===== config.mk =====
export PLATFORM = sky130hd
export DESIGN_NAME = cascaded_prescaled_timers
export DESIGN_NICKNAME = d
export VERILOG_FILES = /design/src/design/cpt_pkg.sv /design/src/design/cpt_cell.sv /design/src/design/cascaded_prescaled_timers.sv
export SDC_FILE = /design/constraint.sdc
export NUM_CORES = 1
export LEC_CHECK = 0
export BUFFER_PORTS_ARGS = -buffer_cell sky130_fd_sc_hd__buf_2
export CAP_MARGIN = 30
export CORE_AREA = 2 2 160 115
export DETAILED_ROUTE_END_ITERATION = 7
export DIE_AREA = 0 0 162 117
export HOLD_SLACK_MARGIN = 0.15
export MAX_ROUTING_LAYER = met4
export PLACE_DENSITY = 0.73
export RECOVER_POWER = 25
export SETUP_SLACK_MARGIN = 0.5
export SYNTH_ARGS = -nofsm -noshare
export SYNTH_HDL_FRONTEND = slang
export SYNTH_SLANG_ARGS = --single-unit

===== constraint.sdc =====
create_clock -name i_clk -period 5.9 [get_ports i_clk]
set_clock_uncertainty 0.15 [all_clocks]
set_input_delay 1.18 -clock i_clk [delete_from_list [all_inputs] [get_ports i_clk]]
set_output_delay 1.18 -clock i_clk [all_outputs]
set_load 0.01 [all_outputs]

===== src/design/cpt_pkg.sv =====
`timescale 1ns / 1ps
// ----------------------------------------------------------------------------
// cpt_pkg
// Shared types and constants for the cascaded prescaled timer bank.
// ----------------------------------------------------------------------------
package cpt_pkg;

    localparam int DATA_W     = 16;
    localparam int CTL_W      = 8;
    localparam int PSC_W      = 10;
    localparam int FLAG_W     = 4;
    localparam int MAX_TIMERS = 8;

    // Transaction function codes
    localparam logic [1:0] FUNC_TICK      = 2'd0;
    localparam logic [1:0] FUNC_WR_RELOAD = 2'd1;
    localparam logic [1:0] FUNC_WR_CTRL   = 2'd2;
    localparam logic [1:0] FUNC_RD_COUNT  = 2'd3;

    // Configuration register indexes
    localparam logic CFG_FIFO_A_SEL = 1'b0;
    localparam logic CFG_FIFO_B_SEL = 1'b1;

    // Control byte bits
    localparam int CTL_RUN_BIT     = 7;
    localparam int CTL_IRQ_BIT     = 6;
    localparam int CTL_CASCADE_BIT = 2;

    // Command from the bank to one timer cell, already qualified by acceptance
    typedef struct packed {
        logic              tick;
        logic              wr_reload;
        logic              wr_ctrl;
        logic [DATA_W-1:0] data;
    } t_cell_cmd;

    function automatic logic [PSC_W-1:0] prescale_mask(input logic [1:0] sel);
        logic [PSC_W-1:0] m;
        case (sel)
            2'd0:    m = 10'h000;
            2'd1:    m = 10'h03F;
            2'd2:    m = 10'h0FF;
            default: m = 10'h3FF;
        endcase
        return m;
    endfunction

endpackage


===== src/design/cpt_cell.sv =====
`timescale 1ns / 1ps
// ----------------------------------------------------------------------------
// cpt_cell
// One timer: counter, reload value and control byte. Takes the overflow of
// the previous cell as its cascade input and hands its own overflow on.
// ----------------------------------------------------------------------------
module cpt_cell #(
    parameter int COUNT_WIDTH = 16,
    parameter bit IS_FIRST    = 1'b0
) (
    input  logic                      i_clk,
    input  logic                      i_rst_n,
    input  cpt_pkg::t_cell_cmd        i_cmd,
    input  logic [cpt_pkg::PSC_W-1:0] i_prescale_count,
    input  logic                      i_carry,
    output logic                      o_carry,
    output logic                      o_irq,
    output logic [cpt_pkg::DATA_W-1:0] o_count_lo
);
    import cpt_pkg::*;

    localparam int LO_W = (COUNT_WIDTH < DATA_W) ? COUNT_WIDTH : DATA_W;

    logic [COUNT_WIDTH-1:0] r_count, n_count;
    logic [COUNT_WIDTH-1:0] r_reload, n_reload;
    logic [CTL_W-1:0]       r_ctl, n_ctl;
    logic [COUNT_WIDTH-1:0] count_inc;
    logic                   cascade;
    logic                   counts;
    logic                   wraps;

    assign cascade   = r_ctl[CTL_CASCADE_BIT] && !IS_FIRST;
    assign counts    = r_ctl[CTL_RUN_BIT] &&
                       (cascade ? i_carry
                                : ((i_prescale_count & prescale_mask(r_ctl[1:0])) == '0));
    assign count_inc = r_count + COUNT_WIDTH'(1);
    assign wraps     = (count_inc == '0);

    assign o_carry    = i_cmd.tick && counts && wraps;
    assign o_irq      = o_carry && r_ctl[CTL_IRQ_BIT];
    assign o_count_lo = DATA_W'(r_count[LO_W-1:0]);

    always_comb begin
        n_count  = r_count;
        n_reload = r_reload;
        n_ctl    = r_ctl;
        if (i_cmd.tick && counts) begin
            n_count = wraps ? r_reload : count_inc;
        end
        if (i_cmd.wr_reload) begin
            n_reload = COUNT_WIDTH'(i_cmd.data[LO_W-1:0]);
        end
        if (i_cmd.wr_ctrl) begin
            n_ctl = i_cmd.data[CTL_W-1:0];
            // load only on a rising edge of run
            if (i_cmd.data[CTL_RUN_BIT] && !r_ctl[CTL_RUN_BIT]) begin
                n_count = r_reload;
            end
        end
    end

    always_ff @(posedge i_clk) begin
        if (!i_rst_n) begin
            r_count  <= '0;
            r_reload <= '0;
            r_ctl    <= '0;
        end else begin
            r_count  <= n_count;
            r_reload <= n_reload;
            r_ctl    <= n_ctl;
        end
    end

endmodule


===== src/design/cascaded_prescaled_timers.sv =====
`timescale 1ns / 1ps
// ----------------------------------------------------------------------------
// cascaded_prescaled_timers
// Bank of cascadable up-counters paced by a shared 10-bit prescale count.
// ----------------------------------------------------------------------------
// Usage:
//   Input channel (i_valid / o_ready) carries one transaction: a tick, a
//   reload write, a control byte write or a counter read for one timer.
//   Every transaction yields exactly one result on the output channel
//   (o_valid / i_ready): the read count and the per-tick overflow, interrupt
//   and sound FIFO request flags.
//   o_valid rises in the cycle after acceptance. One transaction is taken
//   every cycle while the receiver keeps up; the tick path is the overflow
//   carry rippling through the timer cells at once, so NUM_TIMERS sets logic depth.
//   The result sits in an output register; while it waits, o_ready stays
//   high only if the receiver takes it in the same cycle, so a stalled
//   receiver holds off the sender with no result lost.
//   The FIFO timer selects are written through i_cfg_we / i_cfg_index /
//   i_cfg_data, by the user only while the bank is idle (not enforced).
//   Reset (synchronous, active low) clears all counts, reloads, control
//   bytes, the prescale count and both selects, and empties the output;
//   o_ready stays low while reset is held.
// ----------------------------------------------------------------------------
module cascaded_prescaled_timers #(
    parameter int NUM_TIMERS  = 4,
    parameter int COUNT_WIDTH = 16
) (
    input  logic                        i_clk,
    input  logic                        i_rst_n,
    // configuration
    input  logic                        i_cfg_we,
    input  logic                        i_cfg_index,
    input  logic                        i_cfg_data,
    // input channel
    input  logic                        i_valid,
    output logic                        o_ready,
    input  logic [1:0]                  i_func,
    input  logic [1:0]                  i_timer_index,
    input  logic [cpt_pkg::DATA_W-1:0]  i_write_data,
    // output channel
    output logic                        o_valid,
    input  logic                        i_ready,
    output logic [cpt_pkg::DATA_W-1:0]  o_read_data,
    output logic [cpt_pkg::FLAG_W-1:0]  o_overflow_flags,
    output logic [cpt_pkg::FLAG_W-1:0]  o_irq_flags,
    output logic                        o_fifo_a_request,
    output logic                        o_fifo_b_request
);
    import cpt_pkg::*;

    logic                   accept;
    logic                   r_valid;
    logic                   r_sel_a;
    logic                   r_sel_b;
    logic [PSC_W-1:0]       r_psc;
    logic [DATA_W-1:0]      r_read_data, n_read_data;
    logic [FLAG_W-1:0]      r_ovf, r_irq;
    logic                   r_fa, r_fb;

    logic [NUM_TIMERS:0]    carry;
    logic [MAX_TIMERS-1:0]  ovf_all;
    logic [MAX_TIMERS-1:0]  irq_all;
    logic [DATA_W-1:0]      count_lo [NUM_TIMERS];
    logic [NUM_TIMERS-1:0]  addressed;
    t_cell_cmd              cmd [NUM_TIMERS];
    logic                   n_fa, n_fb;

    assign o_ready = i_rst_n && (!r_valid || i_ready);
    assign accept  = i_valid && o_ready;
    assign carry[0] = 1'b0;

    for (genvar g = 0; g < NUM_TIMERS; g++) begin : g_cell
        assign addressed[g]     = ({1'b0, i_timer_index} == 3'(g));
        assign cmd[g].tick      = accept && (i_func == FUNC_TICK);
        assign cmd[g].wr_reload = accept && (i_func == FUNC_WR_RELOAD) && addressed[g];
        assign cmd[g].wr_ctrl   = accept && (i_func == FUNC_WR_CTRL) && addressed[g];
        assign cmd[g].data      = i_write_data;

        cpt_cell #(
            .COUNT_WIDTH (COUNT_WIDTH),
            .IS_FIRST    (g == 0)
        ) u_cell (
            .i_clk            (i_clk),
            .i_rst_n          (i_rst_n),
            .i_cmd            (cmd[g]),
            .i_prescale_count (r_psc),
            .i_carry          (carry[g]),
            .o_carry          (carry[g+1]),
            .o_irq            (irq_all[g]),
            .o_count_lo       (count_lo[g])
        );
        assign ovf_all[g] = carry[g+1];
    end

    for (genvar g = NUM_TIMERS; g < MAX_TIMERS; g++) begin : g_pad
        assign ovf_all[g] = 1'b0;
        assign irq_all[g] = 1'b0;
    end

    // pick the addressed count on a read
    always_comb begin
        n_read_data = '0;
        if (i_func == FUNC_RD_COUNT) begin
            for (int k = 0; k < NUM_TIMERS; k++) begin
                if (addressed[k]) begin
                    n_read_data = count_lo[k];
                end
            end
        end
    end

    assign n_fa = r_sel_a ? ovf_all[1] : ovf_all[0];
    assign n_fb = r_sel_b ? ovf_all[1] : ovf_all[0];

    always_ff @(posedge i_clk) begin
        if (!i_rst_n) begin
            r_valid <= 1'b0;
            r_sel_a <= 1'b0;
            r_sel_b <= 1'b0;
            r_psc   <= '0;
        end else begin
            if (i_cfg_we) begin
                unique case (i_cfg_index)
                    CFG_FIFO_A_SEL: r_sel_a <= i_cfg_data;
                    CFG_FIFO_B_SEL: r_sel_b <= i_cfg_data;
                    default:        r_sel_a <= r_sel_a;
                endcase
            end
            if (accept) begin
                r_valid <= 1'b1;
            end else if (i_ready) begin
                r_valid <= 1'b0;
            end
            // advance the cycle count on ticks only
            if (accept && (i_func == FUNC_TICK)) begin
                r_psc <= r_psc + PSC_W'(1);
            end
        end
    end

    // hold the payload until a new transaction replaces it
    always_ff @(posedge i_clk) begin
        if (accept) begin
            r_read_data <= n_read_data;
            r_ovf       <= ovf_all[FLAG_W-1:0];
            r_irq       <= irq_all[FLAG_W-1:0];
            r_fa        <= n_fa;
            r_fb        <= n_fb;
        end
    end

    assign o_valid          = r_valid;
    assign o_read_data      = r_read_data;
    assign o_overflow_flags = r_ovf;
    assign o_irq_flags      = r_irq;
    assign o_fifo_a_request = r_fa;
    assign o_fifo_b_request = r_fb;

endmodule


# --- Word-level counts from Yosys, hierarchy flattened ---
# Cells that the tools add are included.
totals:
  reg_bits: 199
  input_bits: 27
  elab_cells: 132
classes:
  n_eq_ne: 14
  muxes: 31
  addsub: 5
  n_bitwise: 5
  reduce_logical: 56
op_table:
  columns: ["operator", "n"]
  rows:
  - ["$mux 16", 20]
  - ["$pmux 10 s3", 4]
  - ["$add 16x1->16 const B", 4]
  - ["$logic_not 16->1", 4]
  - ["$and 10x10->10", 4]
  - ["$logic_not 10->1", 4]
  - ["$logic_and 1x1->1", 33]
  - ["$eq 2x2->1 const B", 8]
  - ["$eq 2x1->1 const B", 6]
  - ["$logic_not 2->1", 6]
  - ["$add 10x1->10 const B", 1]
  - ["$mux 1", 7]
  - ["$logic_not 1->1", 5]
  - ["$reduce_and 2->1", 2]
  - ["$reduce_bool 2->1", 1]
  - ["$logic_or 1x1->1", 1]
  - ["$not 1->1", 1]

# --- Depth between registers and ports, before layout ---
depth:
  ltp_word: 21
  depth_mapped: 12
  mapped_depth_nobuf: 10

# --- Hierarchy ---
# Synthesis repeated with hierarchy kept, for this count alone.
hier_totals:
  cells_unflattened: 1147
  area_unflattened_um2: 10432.5
by_module_without_submodules:
  columns: ["mod", "cells_each", "seq_area_each_um2", "area_each_um2", "n_inst"]
  rows:
  - ["cpt_cell (g_cell[1].u_cell ...)", 255, 740.7, 2144.6, 2]
  - ["cpt_cell (g_cell[3].u_cell)", 255, 740.7, 2188.3, 1]
  - ["cpt_cell (g_cell[0].u_cell)", 234, 720.7, 2013.2, 1]
  - ["cascaded_prescaled_timers", 148, 1041.0, 1941.9, 1]

# --- Least setup slack after synthesis ---
# Ideal clock, no wire load.
synth_path:
  path_kind: "input port to flip-flop"
  from: "input port i_rst_n"
  to: "register g_cell[3].u_cell.r_count[14]"
  required_time_ns: 5.634
  setup_slack_ns: 1.585
  t_arrival_ns: 4.049
  setup_ns: 0.116
  stages: 8
  cell_sequence: "clkbuf_1 -> and3_1 -> nand3b_1 -> nor4b_1 -> nor2_1 -> o21ai_0 -> o21ai_0 -> a31o_2"
synth_between:
  elab_chain_cells: 19
  word_cells_on_any_way: 21
  classes_between: "mux: 6; reduce/logical: 15"
synth_lines:
  columns: ["item", "line_no", "source"]
  rows:
  - ["from (decl)", "cascaded_prescaled_timers.sv:29", "input logic i_rst_n,"]
  - ["$logic_and 1x1->1 *", "cascaded_prescaled_timers.sv:68", "assign o_ready = i_rst_n && (!r_valid || i_ready);"]
  - ["$logic_and 1x1->1 *", "cascaded_prescaled_timers.sv:69", "assign accept = i_valid && o_ready;"]
  - ["named net accept", "cascaded_prescaled_timers.sv:51", "logic accept;"]
  - ["$logic_and 1x1->1", "cascaded_prescaled_timers.sv:74", "assign cmd[g].tick = accept && (i_func == FUNC_TICK);"]
  - ["$logic_and 1x1->1 (2 in a row)", "cpt_cell.sv:39", "assign o_carry = i_cmd.tick && counts && wraps;"]
  - ["$mux 1", "cpt_cell.sv:34", "(cascade ? i_carry"]
  - ["$logic_and 1x1->1", "cpt_cell.sv:33", "assign counts = r_ctl[CTL_RUN_BIT] &&"]
  - ["$logic_and 1x1->1 (2 in a row)", "cpt_cell.sv:39", null]
  - ["$mux 1", "cpt_cell.sv:34", null]
  - ["$logic_and 1x1->1", "cpt_cell.sv:33", null]
  - ["$logic_and 1x1->1 (2 in a row)", "cpt_cell.sv:39", null]
  - ["$mux 1", "cpt_cell.sv:34", null]
  - ["$logic_and 1x1->1", "cpt_cell.sv:33", null]
  - ["$logic_and 1x1->1", "cpt_cell.sv:47", "if (i_cmd.tick && counts) begin"]
  - ["$mux 16", "cpt_cell.sv:47", null]
  - ["$mux 16", "cpt_cell.sv:56", "if (i_cmd.data[CTL_RUN_BIT] && !r_ctl[CTL_RUN_BIT]) begin"]
  - ["$mux 16 *", "cpt_cell.sv:53", "if (i_cmd.wr_ctrl) begin"]
  - ["to (signal assigned)", "cpt_cell.sv:68", "r_count <= n_count;"]
  - ["to (decl)", "cpt_cell.sv:24", "logic [COUNT_WIDTH-1:0] r_count, n_count;"]
# The timed path passes the listed nets; every way through them passes the cells marked *.
# A chain may end at the register's enable or synchronous reset.

# --- Worst setup path in the final report ---
layout_path:
  from: "input port i_func[0]"
  to: "register g_cell[3].u_cell.r_count[9]"
layout_between:
  elab_chain_cells: 18
  word_cells_on_any_way: 21
  classes_between: "eq/ne: 1; mux: 6; reduce/logical: 14"
layout_lines:
  columns: ["item", "line_no", "source"]
  rows:
  - ["from (decl)", "cascaded_prescaled_timers.sv:37", "input logic [1:0] i_func,"]
  - ["$logic_not 2->1", "cascaded_prescaled_timers.sv:74", null]
  - ["$logic_and 1x1->1", "cascaded_prescaled_timers.sv:74", null]
  - ["$logic_and 1x1->1 (2 in a row)", "cpt_cell.sv:39", null]
  - ["$mux 1", "cpt_cell.sv:34", null]
  - ["$logic_and 1x1->1", "cpt_cell.sv:33", null]
  - ["$logic_and 1x1->1 (2 in a row)", "cpt_cell.sv:39", null]
  - ["$mux 1", "cpt_cell.sv:34", null]
  - ["$logic_and 1x1->1", "cpt_cell.sv:33", null]
  - ["$logic_and 1x1->1 (2 in a row)", "cpt_cell.sv:39", null]
  - ["$mux 1", "cpt_cell.sv:34", null]
  - ["$logic_and 1x1->1", "cpt_cell.sv:33", null]
  - ["$logic_and 1x1->1", "cpt_cell.sv:47", null]
  - ["$mux 16", "cpt_cell.sv:47", null]
  - ["$mux 16", "cpt_cell.sv:56", null]
  - ["$mux 16 *", "cpt_cell.sv:53", null]
# Every way passes the cells marked *; elsewhere a longest branch is shown, timed or not.

==> results.txt <==
The flow ran to the end, but the final reports show violations. The checks that failed: capacitance limit, slew limit. Sequential cells were found to cover 41.62% of the synthesized design area. The net count of the mapped netlist is 1130.

The portion of synthesized cell area occupied by the leading cell type came out at 33.46%. The critical path is of the in2reg type. The clock latency reported for the late side of the worst-skew pair is 0.44 ns. 55 I/O pins were placed. Setup repair after global routing left no endpoint under its margin. The final net count came out at between 1k and 1.5k.

Derived from the worst setup path, the maximum achievable clock frequency is 0.2342 GHz. The total of hold buffers inserted after clock tree synthesis is 0. In this run, the number of DRC markers left after iteration 0 of detailed routing was 1091. The post-placement setup slack is approximately 1.3 ns. The overall routing resource usage came out at 31.77%. STA classifies the critical path endpoint as a register.

The initial core utilization is 54.56%. The number of nets with antenna violations after detailed routing came out at 0. The power per cell area is ~240 nW/um2.

After synthesis, the cell types taking the most area are sky130_fd_sc_hd__dfxtp_1, sky130_fd_sc_hd__edfxtp_1, sky130_fd_sc_hd__nand2_1, sky130_fd_sc_hd__mux2i_1, sky130_fd_sc_hd__nor2_1. In the post-route analysis, the smallest setup slack over all paths is approximately 1.6 ns. The mapped netlist covers about 9600 um2. The number of buffers inserted by post-CTS setup repair is 0. The number of vias in the routed layout is 8437. The first-pass detailed-route iteration total came out at 5. The slowest stage of the critical path belongs to the cell sky130_fd_sc_hd__o21ai_0.

The time the worst path needs with I/O delays and setup is 4.270 ns. Relative to the synthesized area, the layout overhead comes to 9.660%. The tightest min-delay check is of the reg2reg type. The worst-case clock buffer depth is 2. CTS placed an instance of sky130_fd_sc_hd__clkbuf_16 at the clock tree root. Summed over all layers, the routed wires come to 28.35 mm.

The deepest level of the CTS H-tree is 4. Sorting the synthesized cells by how often they occur yields sky130_fd_sc_hd__dfxtp_1, sky130_fd_sc_hd__nand2_1, sky130_fd_sc_hd__nor2_1. The via count of the first global-routing pass is 7463. The tool flagged a number of max-cap violations equal to 1.

After detailed routing, the average wire length per cell comes to just over 20 um. The die covers 18950 um2. The analysis attributes to cell leakage a power of 0.003619 uW.

The dominant cell type by area after synthesis is sky130_fd_sc_hd__dfxtp_1. The maximum fanout along the worst path is 19. The number of input and output port buffers inserted is 54.

Data arrives at the worst endpoint at 4.45 ns. The floorplan row count came out at roughly 40. The predominant post-synthesis flop cell is sky130_fd_sc_hd__dfxtp_1. The core outline area is 17540 um2.

The maximum single-stage delay on the critical path came out at 0.57 ns. The global-route congestion overflow total is 0. The tree built by TritonCTS fans out to 186 sinks.

The initial antenna violation count is 1. The share of the cycle needed by the critical path after routing came out at 72.38%. The via count normalized by instance count is 6.181. The synthesized netlist contains 74 unique library cells.

The number of synthesized flops with an enable pin came out at 26. The HPWL reported at the end of detailed placement is 20.49 mm. TritonCTS created 17 clock buffers. The global-route wire length before repair came out at 44.19 mm. Clock-pin slew was measured on the worst setup and hold paths at around 0.070 ns.

In the routed design, unresolved DRC markers number 0. Traced cell by cell, the critical path runs through buf_2 > nor2_1 > nand4_1 > a2111oi_4 > buf_4 > o221a_2 > a31o_2 > a32oi_1 > buf_4 > o21ai_0 > o211ai_1 > a32o_1. Across the VDD grid, the largest voltage drop is 0.1606 mV.

The worst setup path is launched from an input port. The post-synthesis register bit count is 186. The cell count after synthesis is ~1.1k. Among the stages of the critical path, the cell type that occurs most often is sky130_fd_sc_hd__buf_4. The number of pins with negative max-slew slack in the final report came out at 23. The number of synthesis warnings is 0. The share of synthesized flip-flops with an asynchronous set or reset came out at 0%. The number of failing hold endpoints at the final stage came out at 0. The worst pin sits at a relative slew slack of -4.756%. The synthesized area per cell is 8.717 um2. The number of gates resized after CTS came out at 0. The TritonCTS clock tree is built.

The required time at the endpoint of the critical path came out at 6.08 ns. The maximum number of pins on one net before global-route repair came out at 62. The number of setup violations in the final report came out at 0. The dominant cell by count in the synthesized netlist is sky130_fd_sc_hd__dfxtp_1. The placer's final routability congestion estimate is about 1.0.

The actual slew at the worst max-slew pin came out at 1.571 ns. The summed negative setup slack over all endpoints came out at 0 ns. The post-route netlist has 9.840% of its cells at a drive strength greater than 1. Measured along the x axis, the die boundary spans 162 um. The y dimension of the die is 117 um.
==> cells by family after synthesis <==
kind of cell / Yosys count / synth area share (%)
compound gates: 211 / 14.98
xor+xnor: 62 / 5.673
fa+ha+maj: 5 / 0.6536
buf+inv: 93 / 3.725
flops: 186 / 41.62
mux: 72 / 9.647
simple gates: 469 / 23.70
==> layout by cell type (no fill, tap or decap), types with 26 or more instances in the layout <==
cell,n
sky130_fd_sc_hd__a21oi_1,63
sky130_fd_sc_hd__and3_1,40
sky130_fd_sc_hd__clkbuf_1,30
sky130_fd_sc_hd__dfxtp_1,160
sky130_fd_sc_hd__edfxtp_1,26
sky130_fd_sc_hd__mux2i_1,54
sky130_fd_sc_hd__nand2_1,157
sky130_fd_sc_hd__nand3_1,44
sky130_fd_sc_hd__nor2_1,109
sky130_fd_sc_hd__o21ai_0,44
sky130_fd_sc_hd__xnor2_1,38
==> area by class of cell <==
| cell class | count | area [um2] |
|---|---|---|
| Inverter | 21 | 80.08 |
| Clock buffer | 18 | 429.2 |
| Tap cell | 236 | 295.3 |
| Timing Repair Buffer | 70 | 354.1 |
| Fill cell | 1581 | 7048 |
| Antenna cell | 1 | 2.502 |
| Sequential cell | 186 | 3984 |
| Clock inverter | 14 | 110.1 |
| Multi-Input combinational cell | 819 | 5241 |
==> path summary, 6_finish.rpt <==
path              slack [ns]                                         end  depth (start not counted)                                  startpoint
setup reg to reg        2.06   g_cell[3].u_cell.o_count_lo[9]$_SDFF_PN0_                         11                       r_psc[0]$_SDFFE_PN0P_
hold / removal          0.30  g_cell[0].u_cell.o_count_lo[14]$_SDFF_PN0_                          2  g_cell[0].u_cell.r_reload[14]$_SDFFE_PN0P_
setup / recovery        1.63   g_cell[3].u_cell.o_count_lo[9]$_SDFF_PN0_                         12                                   i_func[0]
hold reg to reg         0.30  g_cell[0].u_cell.o_count_lo[14]$_SDFF_PN0_                          2  g_cell[0].u_cell.r_reload[14]$_SDFFE_PN0P_
==> report_power, final <==
part           switching, uW  leakage (uW)  internal (uW)
clock                    533      0.000264            550
combinational           75.8       0.00181           28.2
sequential              8.10       0.00154           1290
==> critical path, delay by kind of cell <==
kind	cells	cell delay [ns]
AO/OA/AOI/OAI	7	2.07
buffers and inverters	3	0.68
AND/OR/NAND/NOR	2	0.50
==> layer usage <==
| layer | up-vias | global-route usage (%) | share of wire [%] |
|---|---|---|---|
| met4 | 0 | 5.959 | 1.1 |
| met3 | 28 | 10.15 | 13 |
| met2 | 481 | 42.24 | 40 |
| met1 | 3937 | 46.97 | 47 |
| li1 | 3991 | - | - |
| met5 | - | - | 0 |
==> flip-flops by register name, summed over array words and instances, names as in the netlist, 4 cells and up <==
register,flops
g_cell.u_cell.o_count_lo,64
g_cell.u_cell.r_ctl,19
r_psc,10
o_overflow_flags,4
o_irq_flags,4
o_read_data,16
g_cell.u_cell.r_reload,64
==> stage by stage <==
stage               total power, uW  utilization, %  area (um2)  cells  hold WS (ns)
global route                   2558           59.83       10500   1365        0.3279
floorplan                      1387               -        9572   1098        0.2744
detailed placement             1434           56.95        9991   1332        0.2942
finish                         2488           59.83       10500   1365        0.2970
CTS                            2492           60.02       10530   1364        0.3026
global placement               1433           56.95        9991   1332        0.2852
(Power assumes the default switching activity.)
